<file path="src/rtl/dwsc_pkg.sv">
// Shared types, widths and constants of the differential wheel speed controller.
package dwsc_pkg;

   localparam int DUTY_FULL_SCALE = 1000;

   localparam int DEV_W        = 16;
   localparam int PULSE_W      = 16;
   localparam int BASE_SPEED_W = 15;
   localparam int DIFFER_W     = 12;
   localparam int KP_W         = 8;
   localparam int DUTY_W       = 10;
   localparam int CSR_DATA_W   = 15;

   localparam int DIV_W   = 16;
   localparam int MAG_W   = 17;
   localparam int QUO_W   = BASE_SPEED_W;
   localparam int DVD_W   = QUO_W + DIV_W;
   localparam int SCALE_W = 13;
   localparam int PROD_W  = MAG_W + SCALE_W;
   localparam int SPEED_W = 21;
   localparam int ERR_W   = 22;
   localparam int GAIN_W  = 20;
   localparam int OFS_W   = 22;
   localparam int TG_W    = BASE_SPEED_W + GAIN_W;
   localparam int PE_W    = 31;
   localparam int ACC_W   = 48;
   localparam int FRAC_W  = 24;
   localparam int DRV_W   = ACC_W - FRAC_W;
   localparam int LANES   = 2;

   localparam logic [SCALE_W-1:0] PULSE_SCALE = 13'd5350;
   localparam logic [GAIN_W-1:0]  FF_GAIN_L   = 20'd611470;
   localparam logic [GAIN_W-1:0]  FF_GAIN_R   = 20'd568231;
   localparam logic [OFS_W-1:0]   FF_OFS_L    = 22'd3096614;
   localparam logic [OFS_W-1:0]   FF_OFS_R    = 22'd3938979;

   typedef enum logic [1:0] {
      CSR_BASE_SPEED = 2'd0,
      CSR_DIFFER     = 2'd1,
      CSR_KP         = 2'd2,
      CSR_MAX_DUTY   = 2'd3
   } csr_index_type;

   typedef struct packed {
      logic [BASE_SPEED_W-1:0] base_speed;
      logic [DIV_W-1:0]        div;
      logic [KP_W-1:0]         kp;
      logic [DUTY_W-1:0]       limit;
   } cfg_type;

   typedef struct packed {
      logic                          dev_neg;
      logic                          mag_zero;
      logic                          inner_zero;
      logic [LANES-1:0][SPEED_W-1:0] speed;
   } side_type;

endpackage

</file>
<file path="src/rtl/differential_wheel_speed_control.sv">
// Top level of the differential-drive wheel speed controller.
// One transaction per clock is accepted when the result side does not stall, and one
// result per transaction leaves after three front stages (encoder scaling, operand
// products), fifteen divider stages that resolve one quotient bit each for the
// inner-wheel slowdown, and five drive stages (targets, products, sum, truncation, clamp
// and duty split). Every stage holds its transaction when the next one is full, so bubbles
// close up and a stall loses nothing. Configuration writes take effect on the next cycle.
// The user must make them while no transaction is in flight; the block does not enforce it.
module differential_wheel_speed_control (
   input  logic                            clock,
   input  logic                            reset,
   input  logic                            req_tvalid,
   output logic                            req_tready,
   // steer_deviation[15:0], left_pulses[31:16], right_pulses[47:32]
   input  logic [47:0]                     req_tdata,
   output logic                            rsp_tvalid,
   input  logic                            rsp_tready,
   // left_fwd_duty[9:0], left_rev_duty[19:10], right_fwd_duty[29:20], right_rev_duty[39:30]
   output logic [39:0]                     rsp_tdata,
   input  logic                            csr_valid,
   output logic                            csr_ready,
   input  dwsc_pkg::csr_index_type         csr_index,
   input  logic [dwsc_pkg::CSR_DATA_W-1:0] csr_wdata
);
   import dwsc_pkg::*;

   cfg_type          cfg;
   logic             fr_valid, fr_ready;
   logic [DVD_W-1:0] fr_dividend;
   side_type         fr_side;
   logic             dv_valid, dv_ready;
   logic [QUO_W-1:0] dv_quotient;
   side_type         dv_side;
   logic [DUTY_W-1:0] lf, lr, rf, rr;

   dwsc_csr u_csr (
      .clock     (clock),
      .reset     (reset),
      .csr_valid (csr_valid),
      .csr_ready (csr_ready),
      .csr_index (csr_index),
      .csr_wdata (csr_wdata),
      .cfg       (cfg)
   );

   dwsc_front u_front (
      .clock           (clock),
      .reset           (reset),
      .cfg             (cfg),
      .in_valid        (req_tvalid),
      .in_ready        (req_tready),
      .steer_deviation (req_tdata[15:0]),
      .left_pulses     (req_tdata[31:16]),
      .right_pulses    (req_tdata[47:32]),
      .out_valid       (fr_valid),
      .out_ready       (fr_ready),
      .dividend        (fr_dividend),
      .side            (fr_side)
   );

   dwsc_div u_div (
      .clock     (clock),
      .reset     (reset),
      .divisor   (cfg.div),
      .in_valid  (fr_valid),
      .in_ready  (fr_ready),
      .dividend  (fr_dividend),
      .side_in   (fr_side),
      .out_valid (dv_valid),
      .out_ready (dv_ready),
      .quotient  (dv_quotient),
      .side_out  (dv_side)
   );

   dwsc_drive u_drive (
      .clock          (clock),
      .reset          (reset),
      .cfg            (cfg),
      .in_valid       (dv_valid),
      .in_ready       (dv_ready),
      .quotient       (dv_quotient),
      .side           (dv_side),
      .out_valid      (rsp_tvalid),
      .out_ready      (rsp_tready),
      .left_fwd_duty  (lf),
      .left_rev_duty  (lr),
      .right_fwd_duty (rf),
      .right_rev_duty (rr)
   );

   assign rsp_tdata = {rr, rf, lr, lf};

`ifndef SYNTHESIS
   a_left_one_dir: assert property (@(posedge clock) disable iff (reset)
      rsp_tvalid |-> (lf == '0) || (lr == '0))
      else $error("left motor driven in both directions");

   a_right_one_dir: assert property (@(posedge clock) disable iff (reset)
      rsp_tvalid |-> (rf == '0) || (rr == '0))
      else $error("right motor driven in both directions");

   a_duty_clamp: assert property (@(posedge clock) disable iff (reset)
      rsp_tvalid |-> (lf <= cfg.limit) && (lr <= cfg.limit)
                     && (rf <= cfg.limit) && (rr <= cfg.limit))
      else $error("duty above clamp limit");
`endif

endmodule

</file>
<file path="src/rtl/dwsc_csr.sv">
// Configuration registers and the derived divisor and duty limit.
module dwsc_csr (
   input  logic                               clock,
   input  logic                               reset,
   input  logic                               csr_valid,
   output logic                               csr_ready,
   input  dwsc_pkg::csr_index_type            csr_index,
   input  logic [dwsc_pkg::CSR_DATA_W-1:0]    csr_wdata,
   output dwsc_pkg::cfg_type                  cfg
);
   import dwsc_pkg::*;

   logic [BASE_SPEED_W-1:0] base_speed_ff, base_speed_in;
   logic [DIFFER_W-1:0]     differ_ff, differ_in;
   logic [KP_W-1:0]         kp_ff, kp_in;
   logic [DUTY_W-1:0]       max_duty_ff, max_duty_in;

   assign csr_ready = 1'b1;

   always_comb begin
      base_speed_in = base_speed_ff;
      differ_in     = differ_ff;
      kp_in         = kp_ff;
      max_duty_in   = max_duty_ff;
      if (csr_valid) begin
         unique case (csr_index)
            CSR_BASE_SPEED: base_speed_in = csr_wdata[BASE_SPEED_W-1:0];
            CSR_DIFFER:     differ_in     = csr_wdata[DIFFER_W-1:0];
            CSR_KP:         kp_in         = csr_wdata[KP_W-1:0];
            CSR_MAX_DUTY:   max_duty_in   = csr_wdata[DUTY_W-1:0];
         endcase
      end
   end

   always_ff @(posedge clock) begin
      if (reset) begin
         base_speed_ff <= BASE_SPEED_W'(5120);
         differ_ff     <= DIFFER_W'(240);
         kp_ff         <= KP_W'(40);
         max_duty_ff   <= DUTY_W'(800);
      end else begin
         base_speed_ff <= base_speed_in;
         differ_ff     <= differ_in;
         kp_ff         <= kp_in;
         max_duty_ff   <= max_duty_in;
      end
   end

   always_comb begin
      cfg.base_speed = base_speed_ff;
      cfg.div        = {1'b0, differ_ff, 3'b000} + {3'b000, differ_ff, 1'b0};
      cfg.kp         = kp_ff;
      if ({7'd0, max_duty_ff} > 17'(DUTY_FULL_SCALE)) begin
         cfg.limit = DUTY_W'(DUTY_FULL_SCALE);
      end else begin
         cfg.limit = max_duty_ff;
      end
   end

endmodule

</file>
<file path="src/rtl/dwsc_front.sv">
// Front stages: magnitudes, encoder scaling with rounding, and the divider operand.
module dwsc_front (
   input  logic                              clock,
   input  logic                              reset,
   input  dwsc_pkg::cfg_type                 cfg,
   input  logic                              in_valid,
   output logic                              in_ready,
   input  logic [dwsc_pkg::DEV_W-1:0]        steer_deviation,
   input  logic [dwsc_pkg::PULSE_W-1:0]      left_pulses,
   input  logic [dwsc_pkg::PULSE_W-1:0]      right_pulses,
   output logic                              out_valid,
   input  logic                              out_ready,
   output logic [dwsc_pkg::DVD_W-1:0]        dividend,
   output dwsc_pkg::side_type                side
);
   import dwsc_pkg::*;

   localparam int NSTG = 3;

   logic [NSTG-1:0] v_ff;
   logic [NSTG-1:0] rdy;

   logic             f1_neg_ff;
   logic [MAG_W-1:0] f1_mag_ff, f1_mag_in;
   logic             f1_pneg_ff [LANES];
   logic [MAG_W-1:0] f1_pabs_ff [LANES];
   logic [MAG_W-1:0] f1_pabs_in [LANES];
   logic [PULSE_W-1:0] pulses [LANES];

   logic                          f2_neg_ff, f2_mag_zero_ff, f2_inner_zero_ff, f2_inner_zero_in;
   logic [BASE_SPEED_W+MAG_W-1:0] f2_bm_in;
   logic [DVD_W-1:0]              f2_dvd_ff;
   logic                          f2_pneg_ff [LANES];
   logic [PROD_W-1:0]             f2_prod_ff [LANES];

   logic [PROD_W:0]   f3_sum [LANES];
   logic [SPEED_W-1:0] f3_rmag [LANES];
   side_type           f3_side_ff, f3_side_in;
   logic [DVD_W-1:0]   f3_dvd_ff;

   assign rdy[2]   = !v_ff[2] || out_ready;
   assign rdy[1]   = !v_ff[1] || rdy[2];
   assign rdy[0]   = !v_ff[0] || rdy[1];
   assign in_ready = rdy[0];

   always_ff @(posedge clock) begin
      if (reset) begin
         v_ff <= '0;
      end else begin
         if (rdy[0]) v_ff[0] <= in_valid;
         if (rdy[1]) v_ff[1] <= v_ff[0];
         if (rdy[2]) v_ff[2] <= v_ff[1];
      end
   end

   assign pulses[0] = left_pulses;
   assign pulses[1] = right_pulses;

   always_comb begin
      f1_mag_in = steer_deviation[DEV_W-1] ? MAG_W'(-$signed({1'b1, steer_deviation}))
                                           : {1'b0, steer_deviation};
      for (int i = 0; i < LANES; i++) begin
         f1_pabs_in[i] = pulses[i][PULSE_W-1] ? MAG_W'(-$signed({1'b1, pulses[i]}))
                                              : {1'b0, pulses[i]};
      end
   end

   always_ff @(posedge clock) begin
      if (rdy[0]) begin
         f1_neg_ff <= steer_deviation[DEV_W-1];
         f1_mag_ff <= f1_mag_in;
         for (int i = 0; i < LANES; i++) begin
            f1_pneg_ff[i] <= pulses[i][PULSE_W-1];
            f1_pabs_ff[i] <= f1_pabs_in[i];
         end
      end
   end

   assign f2_bm_in         = cfg.base_speed * f1_mag_ff;
   assign f2_inner_zero_in = (cfg.div == '0) || (f1_mag_ff >= {1'b0, cfg.div});

   always_ff @(posedge clock) begin
      if (rdy[1]) begin
         f2_neg_ff        <= f1_neg_ff;
         f2_mag_zero_ff   <= (f1_mag_ff == '0);
         f2_inner_zero_ff <= f2_inner_zero_in;
         f2_dvd_ff        <= f2_bm_in[DVD_W-1:0];
         for (int i = 0; i < LANES; i++) begin
            f2_pneg_ff[i] <= f1_pneg_ff[i];
            f2_prod_ff[i] <= f1_pabs_ff[i] * PULSE_SCALE;
         end
      end
   end

   always_comb begin
      f3_side_in.dev_neg    = f2_neg_ff;
      f3_side_in.mag_zero   = f2_mag_zero_ff;
      f3_side_in.inner_zero = f2_inner_zero_ff;
      for (int i = 0; i < LANES; i++) begin
         f3_sum[i]  = {1'b0, f2_prod_ff[i]} + (PROD_W+1)'(128);
         f3_rmag[i] = f3_sum[i][SPEED_W+7:8];
         f3_side_in.speed[i] = f2_pneg_ff[i] ? -f3_rmag[i] : f3_rmag[i];
      end
   end

   always_ff @(posedge clock) begin
      if (rdy[2]) begin
         f3_side_ff <= f3_side_in;
         f3_dvd_ff  <= f2_dvd_ff;
      end
   end

   assign out_valid = v_ff[2];
   assign dividend  = f3_dvd_ff;
   assign side      = f3_side_ff;

endmodule

</file>
<file path="src/rtl/dwsc_div.sv">
// Pipelined restoring divider, one quotient bit per stage, side data carried along.
module dwsc_div (
   input  logic                              clock,
   input  logic                              reset,
   input  logic [dwsc_pkg::DIV_W-1:0]        divisor,
   input  logic                              in_valid,
   output logic                              in_ready,
   input  logic [dwsc_pkg::DVD_W-1:0]        dividend,
   input  dwsc_pkg::side_type                side_in,
   output logic                              out_valid,
   input  logic                              out_ready,
   output logic [dwsc_pkg::QUO_W-1:0]        quotient,
   output dwsc_pkg::side_type                side_out
);
   import dwsc_pkg::*;

   logic [QUO_W-1:0] v_ff;
   logic [QUO_W-1:0] rdy;
   logic [DIV_W-1:0] rem_ff  [QUO_W];
   logic [QUO_W-1:0] w_ff    [QUO_W];
   side_type         side_ff [QUO_W];

   logic             pv    [QUO_W];
   logic [DIV_W-1:0] prem  [QUO_W];
   logic [QUO_W-1:0] pw    [QUO_W];
   side_type         pside [QUO_W];

   for (genvar k = 0; k < QUO_W; k++) begin : g_stage
      logic [DIV_W:0]   trial;
      logic             take;
      logic [DIV_W-1:0] rem_in;
      logic [QUO_W-1:0] w_in;

      if (k == 0) begin : g_first
         assign pv[k]    = in_valid;
         assign prem[k]  = dividend[DVD_W-1:QUO_W];
         assign pw[k]    = dividend[QUO_W-1:0];
         assign pside[k] = side_in;
      end else begin : g_next
         assign pv[k]    = v_ff[k-1];
         assign prem[k]  = rem_ff[k-1];
         assign pw[k]    = w_ff[k-1];
         assign pside[k] = side_ff[k-1];
      end

      if (k == QUO_W - 1) begin : g_last
         assign rdy[k] = !v_ff[k] || out_ready;
      end else begin : g_mid
         assign rdy[k] = !v_ff[k] || rdy[k+1];
      end

      assign trial  = {prem[k], pw[k][QUO_W-1]};
      assign take   = trial >= {1'b0, divisor};
      assign rem_in = take ? DIV_W'(trial - {1'b0, divisor}) : trial[DIV_W-1:0];
      assign w_in   = {pw[k][QUO_W-2:0], take};

      always_ff @(posedge clock) begin
         if (reset) begin
            v_ff[k] <= 1'b0;
         end else if (rdy[k]) begin
            v_ff[k] <= pv[k];
         end
      end

      always_ff @(posedge clock) begin
         if (rdy[k]) begin
            rem_ff[k]  <= rem_in;
            w_ff[k]    <= w_in;
            side_ff[k] <= pside[k];
         end
      end
   end

   assign in_ready  = rdy[0];
   assign out_valid = v_ff[QUO_W-1];
   assign quotient  = w_ff[QUO_W-1];
   assign side_out  = side_ff[QUO_W-1];

endmodule

</file>
<file path="src/rtl/dwsc_drive.sv">
// Drive stages: wheel targets, feedforward plus proportional drive, clamp and duty split.
module dwsc_drive (
   input  logic                              clock,
   input  logic                              reset,
   input  dwsc_pkg::cfg_type                 cfg,
   input  logic                              in_valid,
   output logic                              in_ready,
   input  logic [dwsc_pkg::QUO_W-1:0]        quotient,
   input  dwsc_pkg::side_type                side,
   output logic                              out_valid,
   input  logic                              out_ready,
   output logic [dwsc_pkg::DUTY_W-1:0]       left_fwd_duty,
   output logic [dwsc_pkg::DUTY_W-1:0]       left_rev_duty,
   output logic [dwsc_pkg::DUTY_W-1:0]       right_fwd_duty,
   output logic [dwsc_pkg::DUTY_W-1:0]       right_rev_duty
);
   import dwsc_pkg::*;

   localparam int NSTG = 5;

   logic [NSTG-1:0] v_ff;
   logic [NSTG-1:0] rdy;

   logic [BASE_SPEED_W-1:0]  inner_in;
   logic [BASE_SPEED_W-1:0]  tgt_in [LANES];
   logic [BASE_SPEED_W-1:0]  tgt_ff [LANES];
   logic signed [ERR_W-1:0]  err_in [LANES];
   logic signed [ERR_W-1:0]  err_ff [LANES];
   logic [TG_W-1:0]          tg_ff  [LANES];
   logic signed [PE_W-1:0]   pe_ff  [LANES];
   logic [ACC_W-1:0]         acc_in [LANES];
   logic [ACC_W-1:0]         acc_ff [LANES];
   logic signed [DRV_W-1:0]  d_in   [LANES];
   logic signed [DRV_W-1:0]  d_ff   [LANES];
   logic signed [DRV_W-1:0]  lim;
   logic signed [DRV_W-1:0]  c      [LANES];
   logic signed [DRV_W-1:0]  nc     [LANES];
   logic [DUTY_W-1:0]        fwd_in [LANES];
   logic [DUTY_W-1:0]        rev_in [LANES];
   logic [DUTY_W-1:0]        fwd_ff [LANES];
   logic [DUTY_W-1:0]        rev_ff [LANES];
   logic [GAIN_W-1:0]        gain   [LANES];
   logic [OFS_W-1:0]         ofs    [LANES];

   assign gain[0] = FF_GAIN_L;
   assign gain[1] = FF_GAIN_R;
   assign ofs[0]  = FF_OFS_L;
   assign ofs[1]  = FF_OFS_R;

   assign rdy[4]   = !v_ff[4] || out_ready;
   assign rdy[3]   = !v_ff[3] || rdy[4];
   assign rdy[2]   = !v_ff[2] || rdy[3];
   assign rdy[1]   = !v_ff[1] || rdy[2];
   assign rdy[0]   = !v_ff[0] || rdy[1];
   assign in_ready = rdy[0];

   always_ff @(posedge clock) begin
      if (reset) begin
         v_ff <= '0;
      end else begin
         if (rdy[0]) v_ff[0] <= in_valid;
         for (int s = 1; s < NSTG; s++) begin
            if (rdy[s]) v_ff[s] <= v_ff[s-1];
         end
      end
   end

   always_comb begin
      priority if (side.mag_zero) begin
         inner_in = cfg.base_speed;
      end else if (side.inner_zero) begin
         inner_in = '0;
      end else begin
         inner_in = cfg.base_speed - quotient;
      end
      tgt_in[0] = side.dev_neg ? inner_in : cfg.base_speed;
      tgt_in[1] = side.dev_neg ? cfg.base_speed : inner_in;
      for (int i = 0; i < LANES; i++) begin
         err_in[i] = $signed({{(ERR_W-BASE_SPEED_W){1'b0}}, tgt_in[i]})
                   - $signed({{(ERR_W-SPEED_W){side.speed[i][SPEED_W-1]}}, side.speed[i]});
      end
   end

   always_comb begin
      for (int i = 0; i < LANES; i++) begin
         acc_in[i] = {{(ACC_W-TG_W){1'b0}}, tg_ff[i]}
                   + {{(ACC_W-OFS_W-8){1'b0}}, ofs[i], 8'd0}
                   + {pe_ff[i][PE_W-1], pe_ff[i], 16'd0};
         d_in[i]   = $signed(acc_ff[i][ACC_W-1:FRAC_W])
                   + DRV_W'(acc_ff[i][ACC_W-1] && (acc_ff[i][FRAC_W-1:0] != '0));
      end
   end

   assign lim = $signed({{(DRV_W-DUTY_W){1'b0}}, cfg.limit});

   always_comb begin
      for (int i = 0; i < LANES; i++) begin
         priority if (d_ff[i] > lim) begin
            c[i] = lim;
         end else if (d_ff[i] < -lim) begin
            c[i] = -lim;
         end else begin
            c[i] = d_ff[i];
         end
         nc[i] = -c[i];
         if (c[i] > 0) begin
            fwd_in[i] = c[i][DUTY_W-1:0];
            rev_in[i] = '0;
         end else begin
            fwd_in[i] = '0;
            rev_in[i] = nc[i][DUTY_W-1:0];
         end
      end
   end

   always_ff @(posedge clock) begin
      for (int i = 0; i < LANES; i++) begin
         if (rdy[0]) begin
            tgt_ff[i] <= tgt_in[i];
            err_ff[i] <= err_in[i];
         end
         if (rdy[1]) begin
            tg_ff[i] <= tgt_ff[i] * gain[i];
            pe_ff[i] <= $signed({1'b0, cfg.kp}) * err_ff[i];
         end
         if (rdy[2]) acc_ff[i] <= acc_in[i];
         if (rdy[3]) d_ff[i] <= d_in[i];
         if (rdy[4]) begin
            fwd_ff[i] <= fwd_in[i];
            rev_ff[i] <= rev_in[i];
         end
      end
   end

   assign out_valid      = v_ff[4];
   assign left_fwd_duty  = fwd_ff[0];
   assign left_rev_duty  = rev_ff[0];
   assign right_fwd_duty = fwd_ff[1];
   assign right_rev_duty = rev_ff[1];

`ifndef SYNTHESIS
   a_target_bound: assert property (@(posedge clock) disable iff (reset)
      v_ff[0] |-> (tgt_ff[0] <= cfg.base_speed) && (tgt_ff[1] <= cfg.base_speed)
                  && ((tgt_ff[0] == cfg.base_speed) || (tgt_ff[1] == cfg.base_speed)))
      else $error("wheel target above base speed or no outer wheel at base speed");
`endif

endmodule
</file>
<file path="config.mk">
export PLATFORM = sky130hd
export DESIGN_NAME = differential_wheel_speed_control
export DESIGN_NICKNAME = d
export VERILOG_FILES = /design/src/rtl/dwsc_pkg.sv /design/src/rtl/differential_wheel_speed_control.sv /design/src/rtl/dwsc_csr.sv /design/src/rtl/dwsc_front.sv /design/src/rtl/dwsc_div.sv /design/src/rtl/dwsc_drive.sv
export SDC_FILE = /design/constraint.sdc
export NUM_CORES = 2
export LEC_CHECK = 0
export BUFFER_PORTS_ARGS = -buffer_cell sky130_fd_sc_hd__buf_2
export CAP_MARGIN = 15
export CORE_MARGIN = 10
export CORE_UTILIZATION = 35
export DETAILED_ROUTE_END_ITERATION = 8
export SYNTH_ARGS = -nofsm -noshare
export SYNTH_HDL_FRONTEND = slang
export SYNTH_HIERARCHICAL = 1
export SYNTH_SLANG_ARGS = --single-unit
</file>
<file path="constraint.sdc">
create_clock -name clock -period 32.8 [get_ports clock]
set_input_delay 3.28 -clock clock [delete_from_list [all_inputs] [get_ports clock]]
set_output_delay 3.28 -clock clock [all_outputs]
set_load 0.02 [all_outputs]
</file>
==> impl_metrics.toml <==
[status]
status = "complete, no violations"

[drt]
viasPerCell = 4.74
routed_wl_um = 242000
drt_iter0_markers = 3844
drtAntennaViolNets = 0
drcViolationCount = 0
wl_per_cell_um = 16.1
dr.pass1.iters = 5
vias = 71000

[die]
core_area_um2 = 337000
die_x_um = 602
fp.dieH_um = 602
initial_core_util_pct = 35.2
ios = 113
rows = 213
die_area_um2 = 362000

[logic_synthesis]
synth_area_leaders = "edfxtp_1 (44%), fa_1 (13%), ha_1 (12%)"
synthSimpleGateAreaFrac_pct = 10.3
synth_compound_area_share_pct = 8.49
synth_top_family_by_area = "adder cells"
yosysWarnings = 6
yosysUniqueCellTypes = 112
synth-seq-area-share_pct = 44.8
syn_avg_cell_area_um2 = 11.7
synthAdderAreaFrac_pct = 25.1
synth_edf_count = 1722
ys_ff_latch = 1790
yosysTopAreaCell = "edfxtp_1"
synthXorXnorAreaFrac_pct = 4.80
syn_area_um2 = 119000
syn_inst = 10100
synthArstFlopShare_pct = 0
synth_flop_cell = "edfxtp_1"
netlist.area_leader.share_pct = 43.6
synth.area.mux_share_pct = 1.32

[hold_path]
hp-class = "register to register"

[critical_path]
critPathBufInv = 4
path_delay_family = "simple AND/OR/NAND/NOR gates"
worstPathArrival_ps = 9140
endpoint_kind = "primary output"
critPathSlowestCell = "nor4_2"
rrSetupSlack_ps = 25550
slowest_delay_ps = 770
crit_top_cell = "nor2b_1"
required_ps = 29520
path_cells = "buf_2 > nor2b_1 > and3_1 > nand3_4 > nor2b_1 > inv_2 > nor2_1 > nand2_4 > nor2_2 > clkinv_2 > nor4_2 > nand3_4 > nor2b_1 > and2_1 > nand2_4 > buf_2"
start_kind = "input pin"
crit_type = "input pin to primary output"
critical_path_peak_fanout = 55

[power_and_ir_drop]
pwr-share-seq_pct = 35.0
switching_power_mw = 4.95
pwr_density_cell_nw_per_um2 = 99.4
p_comb_share_pct = 48.5
leakage_nw = 56.7
ir_drop_v = 0.0000654
p_sw_share_pct = 38.1
internal_power_mw = 8.05
clock_power_share_pct = 16.5

[clock_network]
cts_max_level = 4
cts_buffers = 195
cts_resized = 0
clock_sinks = 1790
cts_hold_buf = 0
post_cts_buffers = 0
root_buffer = "clkbuf_16"
path_clk_slew_ps = 60
clock_latency_ps = 900
cts_tree = "built"
max-clock-path-buffers = 4

[timing]
fin_crit_sh_pct = 37.9
final.setup_skew_ps = 110
clock.fmax_mhz = 80.5
rsz0062_at_grt = "false"
worst_pin_slew_ps = 1270
finalSetupViolCount = 0
slew_headroom_pct = 14.6
hold_violations = 0
final.min_clock_period_ps = 12420
setup_tns_ps = 0
slew_viol_final = 0

[global_route]
grt_pass1_wl_um = 392000
grt_pass1_vias = 71800
track_usage_pct = 13.1
grt_max_degree = 77
antenna_found_initial = 14
grt_overflow_total = 0

[final_layout]
ff_latch_area_um2 = 53100
areaGrowthSynthToFinish_pct = 10.4
multi_input_area_um2 = 59400
finalNetCount = 12300
mostFrequentLayoutCells = "edfxtp_1 (1722), inv_1 (1396), ha_1 (1126)"
drive_gt1_share_pct = 6.76
layout_commonest_cell = "edfxtp_1"
fin_area_um2 = 131000
fillers = 32500

[placement]
dpl_cell_area_um2 = 125000
dp.final_hpwl_um = 182000
gp_congestion = 0.874
port_buffers = 111

[flow_run]
timing.max_cap.violations = 0
==> flip-flops by register name, summed over array words and instances, names as in the netlist, 45 cells and up <==
register,count
u_div/rem_ff,224
u_div/side_ff,675
u_front/side,45
u_drive/d_ff,48
u_drive/pe_ff,62
u_drive/tg_ff,69
u_drive/acc_ff,95
u_div/w_ff,225
==> kinds of logic (layout without fill, tap and decap cells) <==
logic type,count (synthesis),count (layout)
and+or+nand+nor,2448,2448
adders and majority gates,1910,1910
DFF,1790,1790
buffers and inverters,1586,1940
AOI/OAI and AO/OA,1566,1566
xor gates and xnor gates,649,649
muxes,140,140
other,3,13
==> metal layers <==
metal  vias to the layer above  track usage (%)  share of wire (%)
met1                     34000             17.4                 46
met5                         -                0                  0
met2                      1189             22.1                 47
met4                         0             4.43                3.6
met3                       416             1.99                4.2
li1                      35400                -                  -
==> synth_stat cells, types with 78 or more instances <==
| cell | instances |
|---|---|
| a211oi_1 | 82 |
| a21o_1 | 153 |
| a21oi_1 | 440 |
| and2_1 | 419 |
| clkbuf_1 | 117 |
| edfxtp_1 | 1722 |
| fa_1 | 784 |
| ha_1 | 1126 |
| inv_1 | 1409 |
| mux2_2 | 104 |
| nand2_1 | 769 |
| nand2b_1 | 114 |
| nand3_1 | 149 |
| nand4_1 | 78 |
| nor2_1 | 436 |
| nor3_1 | 121 |
| o21a_1 | 87 |
| o21ai_0 | 368 |
| xnor2_1 | 468 |
| xor2_1 | 181 |
==> final cells by class <==
class	count	area share, %
clock inverters	119	0.901
inverters	1413	4.06
flip-flops and latches	1790	40.6
diodes	8	0.0153
repair buffers	181	0.828
multi-input cells	6718	45.4
clock buffers	227	3.90
well taps	4515	4.32
==> power by group through the flow <==
stage               clock [mW]  sequential [mW]  combinational [mW]
detailed placement           0             4.60                6.30
CTS                       2.22             4.57                6.36
floorplan                    0             4.33                5.05
global placement             0             4.59                6.26
finish                    2.15             4.55                6.31
global route              2.31             4.66                7.26
==> worst paths after layout <==
path / startpoint / to / cells past startpoint
hold / removal: u_div/w_ff[0][106]$_DFFE_PP_ / u_div/w_ff[1][2]$_DFFE_PP_ / 0
hold reg to reg: u_div/w_ff[0][106]$_DFFE_PP_ / u_div/w_ff[1][2]$_DFFE_PP_ / 0
setup reg to reg: u_csr/max_duty_ff[8]$_SDFFE_PP1P_ / u_drive/fwd_ff[0][15]$_SDFFCE_PP0P_ / 22
setup / recovery: rsp_tready / req_tready / 16
==> metrics by stage <==
| stage | instances | hold slack [ps] | setup WS [ps] | power [mW] | util, % |
|---|---|---|---|---|---|
| detailed placement | 14600 | 405 | 20190 | 10.9 | 37.0 |
| global route | 15000 | 303 | 19840 | 14.2 | 38.8 |
| global placement | 14600 | 400 | 20140 | 10.9 | 37.0 |
| finish | 15000 | 314 | 20380 | 13.0 | 38.8 |
| CTS | 15000 | 294 | 20170 | 13.1 | 38.8 |
| floorplan | 10100 | 400 | 14520 | 9.38 | - |
No activity file was read; power rests on OpenSTA's default activity.
